[config.mk]
export PLATFORM = sky130hd
export DESIGN_NAME = float32_truncating_adder_top
export DESIGN_NICKNAME = d
export VERILOG_FILES = /design/src/sv/fta_pkg.sv /design/src/sv/float32_truncating_adder_top.sv /design/src/sv/fta_align.sv /design/src/sv/fta_addsub.sv
export SDC_FILE = /design/constraint.sdc
export NUM_CORES = 1
export LEC_CHECK = 0
export ABC_AREA = 1
export BUFFER_PORTS_ARGS = -buffer_cell sky130_fd_sc_hd__buf_2
export CORE_ASPECT_RATIO = 0.75
export CORE_UTILIZATION = 50
export DETAILED_ROUTE_END_ITERATION = 10
export GPL_TIMING_DRIVEN = 0
export PLACE_DENSITY = 0.67
export REMOVE_ABC_BUFFERS = 1
export SYNTH_ARGS = -nofsm -noshare
export SYNTH_HDL_FRONTEND = slang
export SYNTH_SLANG_ARGS = --single-unit
[constraint.sdc]
create_clock -name aclk -period 21.7 [get_ports aclk]
set_clock_uncertainty 0.05 [all_clocks]
set_input_delay 4.34 -clock aclk [delete_from_list [all_inputs] [get_ports aclk]]
set_output_delay 4.34 -clock aclk [all_outputs]
set_load 0.01 [all_outputs]
[src/sv/fta_pkg.sv]
// ----------------------------------------------------------------------------
// fta_pkg
// types and constants shared by the truncating adder pipeline
// ----------------------------------------------------------------------------
package fta_pkg;

    localparam int unsigned EXP_W  = 8;
    localparam int unsigned FRAC_W = 23;
    localparam int unsigned MANT_W = 24;
    localparam int unsigned SHAMT_W = 5;

    localparam logic [EXP_W-1:0] EXP_MASK = 8'hFF;

    // aligned operands, after stage 1
    typedef struct packed {
        logic              bypass;
        logic [31:0]       bypass_val;
        logic              sa;
        logic              sb;
        logic [EXP_W-1:0]  er;
        logic [MANT_W-1:0] ma;
        logic [MANT_W-1:0] mb;
    } align_t;

    // raw sum, after stage 2
    typedef struct packed {
        logic              bypass;
        logic [31:0]       bypass_val;
        logic              zero;
        logic              sr;
        logic [EXP_W-1:0]  er;
        logic [MANT_W-1:0] mr;
        logic [SHAMT_W-1:0] lz;
    } sum_t;

    function automatic logic [SHAMT_W-1:0] lead_zeros(input logic [MANT_W-1:0] m);
        logic [SHAMT_W-1:0] n;
        logic               found;
        n = '0;
        found = 1'b0;
        for (int i = MANT_W - 1; i >= 0; i--) begin
            if (!found) begin
                if (m[i]) begin
                    found = 1'b1;
                end else begin
                    n = n + 1'b1;
                end
            end
        end
        return n;
    endfunction

endpackage

[src/sv/float32_truncating_adder_top.sv]
// ----------------------------------------------------------------------------
// float32_truncating_adder_top
// simplified single-precision adder, three-stage pipeline
// ----------------------------------------------------------------------------
// s_axis request: tdata = {operand_b, operand_a}, operand_a in bits 31:0.
// m_axis request: tdata = sum_bits, truncated sum with no rounding.
// an accepted request moves through s1_reg, s2_reg and s3_reg to m_tvalid.
// throughput: one request per cycle if not stalled; stage 1 aligns, stage 2
// adds or subtracts and counts leading zeros, stage 3 shifts left and packs.
// the exponent wraps modulo 256; infinity and nan are plain numbers.
// reset empties every stage; results already held are dropped.
// when m_tready is low the pipe holds; bubbles are squeezed out, and
// s_tready falls only when all three stages hold valid requests.
// ----------------------------------------------------------------------------
module float32_truncating_adder_top (
    input  logic        aclk,
    input  logic        aresetn,
    input  logic        s_tvalid,
    output logic        s_tready,
    input  logic [63:0] s_tdata,   // operand_a[31:0], operand_b[63:32]
    output logic        m_tvalid,
    input  logic        m_tready,
    output logic [31:0] m_tdata    // sum_bits[31:0]
);
    import fta_pkg::*;

    align_t      s1_reg, s1_next;
    sum_t        s2_reg, s2_next;
    logic [31:0] s3_reg, s3_next;
    logic        v1_reg, v2_reg, v3_reg;
    logic        adv1, adv2, adv3;
    logic [MANT_W-1:0] norm;
    logic [EXP_W-1:0]  enorm;

    fta_align u_align (
        .operand_a (s_tdata[31:0]),
        .operand_b (s_tdata[63:32]),
        .aligned   (s1_next)
    );

    fta_addsub u_addsub (
        .aligned (s1_reg),
        .sum     (s2_next)
    );

    always_comb begin
        adv3 = !v3_reg || m_tready;
        adv2 = !v2_reg || adv3;
        adv1 = !v1_reg || adv2;
        s_tready = adv1;
        norm  = s2_reg.mr << s2_reg.lz;
        enorm = s2_reg.er - EXP_W'(s2_reg.lz);
        if (s2_reg.bypass) begin
            s3_next = s2_reg.bypass_val;
        end else if (s2_reg.zero) begin
            s3_next = '0;
        end else begin
            s3_next = {s2_reg.sr, enorm & EXP_MASK, norm[FRAC_W-1:0]};
        end
    end

    always_ff @(posedge aclk) begin
        if (!aresetn) begin
            v1_reg <= 1'b0;
            v2_reg <= 1'b0;
            v3_reg <= 1'b0;
        end else begin
            if (adv1) v1_reg <= s_tvalid;
            if (adv2) v2_reg <= v1_reg;
            if (adv3) v3_reg <= v2_reg;
        end
        if (adv1) s1_reg <= s1_next;
        if (adv2) s2_reg <= s2_next;
        if (adv3) s3_reg <= s3_next;
    end

    assign m_tvalid = v3_reg;
    assign m_tdata  = s3_reg;

endmodule

[src/sv/fta_align.sv]
// ----------------------------------------------------------------------------
// fta_align
// unpack, zero bypass and exponent alignment of the smaller operand
// ----------------------------------------------------------------------------
module fta_align (
    input  logic          [31:0] operand_a,
    input  logic          [31:0] operand_b,
    output fta_pkg::align_t      aligned
);
    import fta_pkg::*;

    logic [EXP_W-1:0]  ea, eb, exp_gap;
    logic [FRAC_W-1:0] fa, fb;
    logic [MANT_W-1:0] ma, mb;
    logic              a_zero, b_zero, a_small;

    always_comb begin
        ea = operand_a[30:23];
        eb = operand_b[30:23];
        fa = operand_a[22:0];
        fb = operand_b[22:0];
        a_zero = (ea == '0) && (fa == '0);
        b_zero = (eb == '0) && (fb == '0);
        ma = {1'b1, fa};
        mb = {1'b1, fb};
        a_small = ea < eb;
        exp_gap = a_small ? (eb - ea) : (ea - eb);

        aligned.bypass     = a_zero || b_zero;
        aligned.bypass_val = a_zero ? operand_b : operand_a;
        aligned.sa = operand_a[31];
        aligned.sb = operand_b[31];
        aligned.er = a_small ? eb : ea;
        aligned.ma = ma;
        aligned.mb = mb;
        if (exp_gap >= EXP_W'(MANT_W)) begin
            if (a_small) aligned.ma = '0;
            else         aligned.mb = '0;
        end else begin
            if (a_small) aligned.ma = ma >> exp_gap;
            else         aligned.mb = mb >> exp_gap;
        end
    end

endmodule

[src/sv/fta_addsub.sv]
// ----------------------------------------------------------------------------
// fta_addsub
// mantissa add or subtract with carry renormalize and leading-zero count
// ----------------------------------------------------------------------------
module fta_addsub (
    input  fta_pkg::align_t aligned,
    output fta_pkg::sum_t   sum
);
    import fta_pkg::*;

    logic [MANT_W:0] wide;

    always_comb begin
        sum.bypass     = aligned.bypass;
        sum.bypass_val = aligned.bypass_val;
        sum.zero = 1'b0;
        sum.sr   = aligned.sa;
        sum.er   = aligned.er;
        sum.lz   = '0;
        wide     = {1'b0, aligned.ma} + {1'b0, aligned.mb};
        if (aligned.sa == aligned.sb) begin
            if (wide[MANT_W]) begin
                sum.mr = wide[MANT_W:1];
                sum.er = aligned.er + 1'b1;
            end else begin
                sum.mr = wide[MANT_W-1:0];
            end
        end else begin
            if (aligned.ma > aligned.mb) begin
                sum.mr = aligned.ma - aligned.mb;
            end else begin
                sum.sr = aligned.sb;
                sum.mr = aligned.mb - aligned.ma;
            end
            sum.zero = aligned.ma == aligned.mb;
            sum.lz   = lead_zeros(sum.mr);
        end
    end

endmodule

Yosys cells after proc, flatten, opt, wreduce, memory -nomap -nowiden
Cells that the tools add are included.
W data, S select, Z words.
{"block": "classes", "n_mux": 156, "n_lt_le_gt_ge": 3, "shift": 3, "n_eq_ne": 2, "reduce_logical": 13, "n_addsub": 30}
{"operator": "$mux W5", "count": 69}
{"operator": "$mux W24", "count": 8}
{"operator": "$add A5 B1 Y5 const B", "count": 23}
{"operator": "$mux W32", "count": 3}
{"operator": "$mux W1", "count": 71}
{"operator": "$mux W48", "count": 1}
{"operator": "$shr A24 B8 Y24", "count": 2}
{"operator": "$sub A24 B24 Y24", "count": 2}
{"operator": "$logic_not A23 Y1", "count": 2}
{"operator": "$mux W8", "count": 4}
{"operator": "$add A24 B24 Y25", "count": 1}
{"operator": "$eq A24 B24 Y1", "count": 1}
{"operator": "$gt A24 B24 Y1", "count": 1}
{"operator": "$shl A24 B5 Y23", "count": 1}
{"operator": "$logic_not A8 Y1", "count": 2}
{"operator": "$sub A8 B8 Y8", "count": 2}
{"operator": "$add A8 B1 Y8 const B", "count": 1}
{"operator": "$ge A8 B5 Y1 const B", "count": 1}
{"operator": "$lt A8 B8 Y1", "count": 1}
{"operator": "$sub A8 B5 Y8", "count": 1}
{"operator": "$logic_or A1 B1 Y1", "count": 4}
{"operator": "$logic_not A1 Y1", "count": 3}
{"operator": "$logic_and A1 B1 Y1", "count": 2}
{"operator": "$eq A1 B1 Y1", "count": 1}
{"block": "word_totals", "input_bits": 68, "word_cells": 225, "reg_bits": 198}

Longest topological paths before layout
{"block": "depth", "depth_word": 96, "mapped_depth": 84}

Hierarchy
A second synthesis with hierarchy kept.
{"block": "unflattened", "hier_cells": 2877, "area_unflattened_um2": 19685.1}
{"module": "fta_addsub", "instances": 1, "seq_area_each_um2": 0.0, "area_per_inst_um2": 7727.4, "cells_per_inst": 1436}
{"module": "float32_truncating_adder_top", "instances": 1, "seq_area_each_um2": 5885.6, "area_per_inst_um2": 7682.4, "cells_per_inst": 555}
{"module": "fta_align", "instances": 1, "seq_area_each_um2": 0.0, "area_per_inst_um2": 4275.4, "cells_per_inst": 886}

Worst setup path before layout
OpenSTA, ideal clock, no wires.
{"block": "synth_timing", "path_kind": "in2out", "start": "input port m_tready", "end": "output port s_tready", "n_path_buf": 0, "arrival_time_ns": 7.299, "setup_slack_ns": 10.011, "path_stages": 4, "path_cell_list": "inv_1 nand2_1 nor2_1 nand2_1"}
{"block": "synth_between", "elab_chain_cells": 3}
{"element": "start, declared", "line_no": "float32_truncating_adder_top.sv:22", "text": "input logic m_tready,"}
{"element": "$logic_or A1 B1 Y1", "line_no": "float32_truncating_adder_top.sv:47", "text": "adv3 = !v3_reg || m_tready;"}
{"element": "via adv3", "line_no": "float32_truncating_adder_top.sv:31", "text": "logic adv1, adv2, adv3;"}
{"element": "$logic_or A1 B1 Y1", "line_no": "float32_truncating_adder_top.sv:48", "text": "adv2 = !v2_reg || adv3;"}
{"element": "$logic_or A1 B1 Y1", "line_no": "float32_truncating_adder_top.sv:49", "text": "adv1 = !v1_reg || adv2;"}
{"element": "end, declared", "line_no": "float32_truncating_adder_top.sv:19", "text": "output logic s_tready,"}
The timed path passes the listed nets, and every way through them passes these cells.

Worst setup path in the final report
{"block": "layout_timing", "start": "register s1_reg[24] in the netlist's numbering", "end": "register s2_reg[4] in the netlist's numbering (data pin)"}
{"block": "layout_between", "elab_chain_cells": 96, "word_cells_on_any_way": 166}
{"element": "start, declared", "line_no": "float32_truncating_adder_top.sv:27", "text": "align_t s1_reg, s1_next;"}
{"element": "start signal, assigned", "line_no": "float32_truncating_adder_top.sv:72", "text": "if (adv1) s1_reg <= s1_next;"}
{"element": "$sub A24 B24 Y24, or another cell as far along", "line_no": "fta_addsub.sv:33", "text": "sum.mr = aligned.mb - aligned.ma;"}
{"element": "$mux W24 (*)", "line_no": "fta_addsub.sv:29", "text": "if (aligned.ma > aligned.mb) begin"}
{"element": "$mux W24 (*)", "line_no": "fta_addsub.sv:21", "text": "if (aligned.sa == aligned.sb) begin"}
{"element": "$mux W1", "line_no": "fta_pkg.sv:43", "text": "if (m[i]) begin"}
{"element": "$mux W5", "line_no": "fta_addsub.sv:21"}
{"element": "$add A5 B1 Y5", "line_no": "fta_pkg.sv:46", "text": "n = n + 1'b1;"}
{"element": "$mux W5", "line_no": "fta_pkg.sv:43"}
{"element": "$mux W5", "line_no": "fta_pkg.sv:42", "text": "if (!found) begin"}
{"element": "(+80 left out)"}
{"element": "$mux W5", "line_no": "fta_addsub.sv:21"}
{"element": "$add A5 B1 Y5", "line_no": "fta_pkg.sv:46"}
{"element": "$mux W5", "line_no": "fta_pkg.sv:43"}
{"element": "$mux W5", "line_no": "fta_pkg.sv:42"}
{"element": "$mux W5", "line_no": "fta_addsub.sv:21"}
{"element": "$add A5 B1 Y5", "line_no": "fta_pkg.sv:46"}
{"element": "$mux W5", "line_no": "fta_pkg.sv:43"}
{"element": "$mux W5 (*)", "line_no": "fta_pkg.sv:42"}
{"element": "end signal, assigned", "line_no": "float32_truncating_adder_top.sv:73", "text": "if (adv2) s2_reg <= s2_next;"}
{"element": "end, declared", "line_no": "float32_truncating_adder_top.sv:28", "text": "sum_t s2_reg, s2_next;"}
Mark *: on every way between the ends. The rest lies on a longest branch, timed or not. The select of a mux whose other input is x is not followed.
A chain may end at the register's enable or synchronous reset.

==> results.cfg <==
[critical_path]
rrSetupSlack_ns = 10.27
slowest_delay_ns = 0.48
cpMaxStageDelayCell = fa_1
cp.arrival_ns = 11.59
crit_top_cell = nand2_1
start_kind = register
crit_fanout = 36
worstReg2RegStart = s1_reg[24]
critPathKind = register to register
worstPathRequired_ns = 21.86
reg2regPathDepth = 81
r2r_end = s2_reg[4]
endpoint_kind = register

[outcome]
status = complete, no violations

[synth]
synth_flop_cell = edfxtp_1
synth.area.top_cells = edfxtp_1 (32%), nand2_1 (16%), inv_1 (8.0%)
synth_area_um2 = 18300
synthCells = 2647
ys_types = 59
ys_warn_count = 0
yosysSeqAreaShare_pct = 32.1
synth_top_area_share_pct = 31.8
syn_area_per_cell_um2 = 6.93
synth_edf_count = 194
synth_common_cells = nand2_1 (790), inv_1 (392), o21ai_0 (241), edfxtp_1 (194), nand3_1 (178)
ys_ff_latch = 197
async_reset_ff_share_pct = 0
synth.most_common_cell = nand2_1
yosysTopAreaCell = edfxtp_1

[route]
drt-wirelength-per-cell_um = 18.1
final_antenna_net_count = 0
drc = 0
via_count = 17400
via_per_inst = 5.55
drt_iter0_drc = 1727
dr.pass1.iters = 6
wl_mm = 57.0

[die]
die_x_um = 223
die_y_um = 168
row_count = 60
floorplan.die_area_um2 = 37500
core_um2 = 36000
pin_count = 102
start_util_pct = 51.0

[place]
gp_congestion = 0.975
dpl.hpwl_mm = 46.1
port_buffers = 101

[min_path]
min_path_type = register to register
hold_end = s2_reg[66]
min_path_cells = 0
min_from = s1_reg[85]

[grt]
grt_usage_pct = 30.5
overflow = 0
grt_pass1_vias = 15800
grt_max_degree = 73
grt_pass1_wl_mm = 88.0
antenna_found_initial = 0

[final_layout]
antenna_cells = 0
areaGrowthSynthToFinish_pct = 7.76
num-nets-final = 2852
drive_above_1_share_pct = 9.03
fillerInstances = 3546
largest_reg_flops = 91

[cts]
numCtsBuffers = 17
cts_tree = yes
cts.sink_count = 197
ctsHtreeMaxLevel = 4
postCtsSetupBuffers = 0
clock_latency_ns = 0.46
clockBufferDepth = 2
hold_buffers = 0
post_cts_resized = 0
cts_root_buf = clkbuf_16
path_clk_slew_ns = 0.09

[timing]
tns_ns = 0
hold_violations = 0
tightest_slew_ns = 1.31
finalSetupViolCount = 0
final_max_slew_viol_count = 0
max-slew-margin-rel_pct = 12.1
min_period_ns = 11.43
rsz0062_at_grt = no
max_freq_mhz = 87.5
finalCritPeriodShare_pct = 52.7

[power_and_ir_drop]
p_per_area_nw_per_um2 = 99.9
switchingPower_mw = 0.966
pwr-share-clk_pct = 16.6
combPwrFrac_pct = 55.0
irDropWorstVdd_v = 0.0000666
p_int_mw = 1.01
p_total_mw = 1.98
seqPwrFrac_pct = 28.3
leakage_nw = 9.79
p_sw_share_pct = 48.9

[job]
maxCapViolCount = 0
==> metal layers <==
metal	wire, um	share of wire (%)	global-route usage, %	up-vias
met1	27200	48	45.6	7999
met4	1070	1.9	7.47	0
li1	-	-	-	8748
met5	0	0	0	-
met3	4980	8.7	5.03	58
met2	23700	42	45.5	630
==> stage by stage <==
stage,utilization (%),cells,hold slack (ns),instance area [um^2],setup slack [ns]
5_1_grt,55.0,3144,0.383,19800,9.22
2_1_floorplan,-,2541,0.350,17900,10.01
3_3_place_gp,52.7,3107,0.353,19000,8.21
3_5_place_dp,53.2,3111,0.355,19100,10.38
4_1_cts,54.9,3143,0.375,19700,10.42
6_report,55.0,3144,0.372,19800,10.27
==> cells in the final DEF (no fill, tap or decap), drive strengths merged, types with 16 or more instances in the layout <==
cell type / instances
nor2: 168
nand2: 820
o211ai: 46
ha: 112
clkbuf: 17
nand4: 40
nand3: 188
inv: 422
clkinv: 16
edfxtp: 194
a21oi: 96
o21ai: 244
buf: 106
xor2: 50
o22ai: 37
==> cell families after synthesis <==
kind of cell	count (synthesis)	synth area share, %
and+or+nand+nor	1246	29.7
DFF	197	32.1
xor gates and xnor gates	55	2.67
adders and majority gates	118	8.30
buffers and inverters	529	11.2
muxes	13	0.716
AOI/OAI and AO/OA	489	15.3
==> worst max-delay path: cells and delay by family (launching register included) <==
kind | cells | cell delay [ns]
AOI/OAI and AO/OA | 10 | 1.39
xor gates and xnor gates | 2 | 0.33
adders and majority gates | 13 | 3.58
buffers and inverters | 15 | 1.23
DFF | 1 | 0.42
and+or+nand+nor | 41 | 4.19
==> power by group through the flow <==
stage	sequential (mW)	clock, mW	combinational [mW]
5_1_grt	0.570	0.347	1.21
3_3_place_gp	0.567	0	1.04
4_1_cts	0.561	0.333	1.07
2_1_floorplan	0.572	0	0.721
6_report	0.560	0.328	1.09
3_5_place_dp	0.569	0	1.06
==> worst max-delay path by stage <==
stage	start	endpoint	slack [ns]	cells past startpoint
finish	s1_reg[24]	s2_reg[4]	10.27	81
global route	s1_reg[24]	s2_reg[4]	9.22	82
CTS	s1_reg[24]	s2_reg[4]	10.42	81
detailed placement	s_tdata[23]	s1_reg[15]	10.38	16
global placement	s_tdata[28]	s1_reg[16]	8.21	13
floorplan	m_tready	s_tready	10.01	4
==> area by class of cell <==
type,count,area (um^2),area share (%)
multi-input combinational,1921,10500,52.9
sequential,197,5890,29.8
inverter,423,1600,8.09
timing repair buffer,106,628,3.18
tap,465,582,2.94
clock buffer,17,425,2.15
clock inverter,15,185,0.937
(Power assumes the default switching activity.)
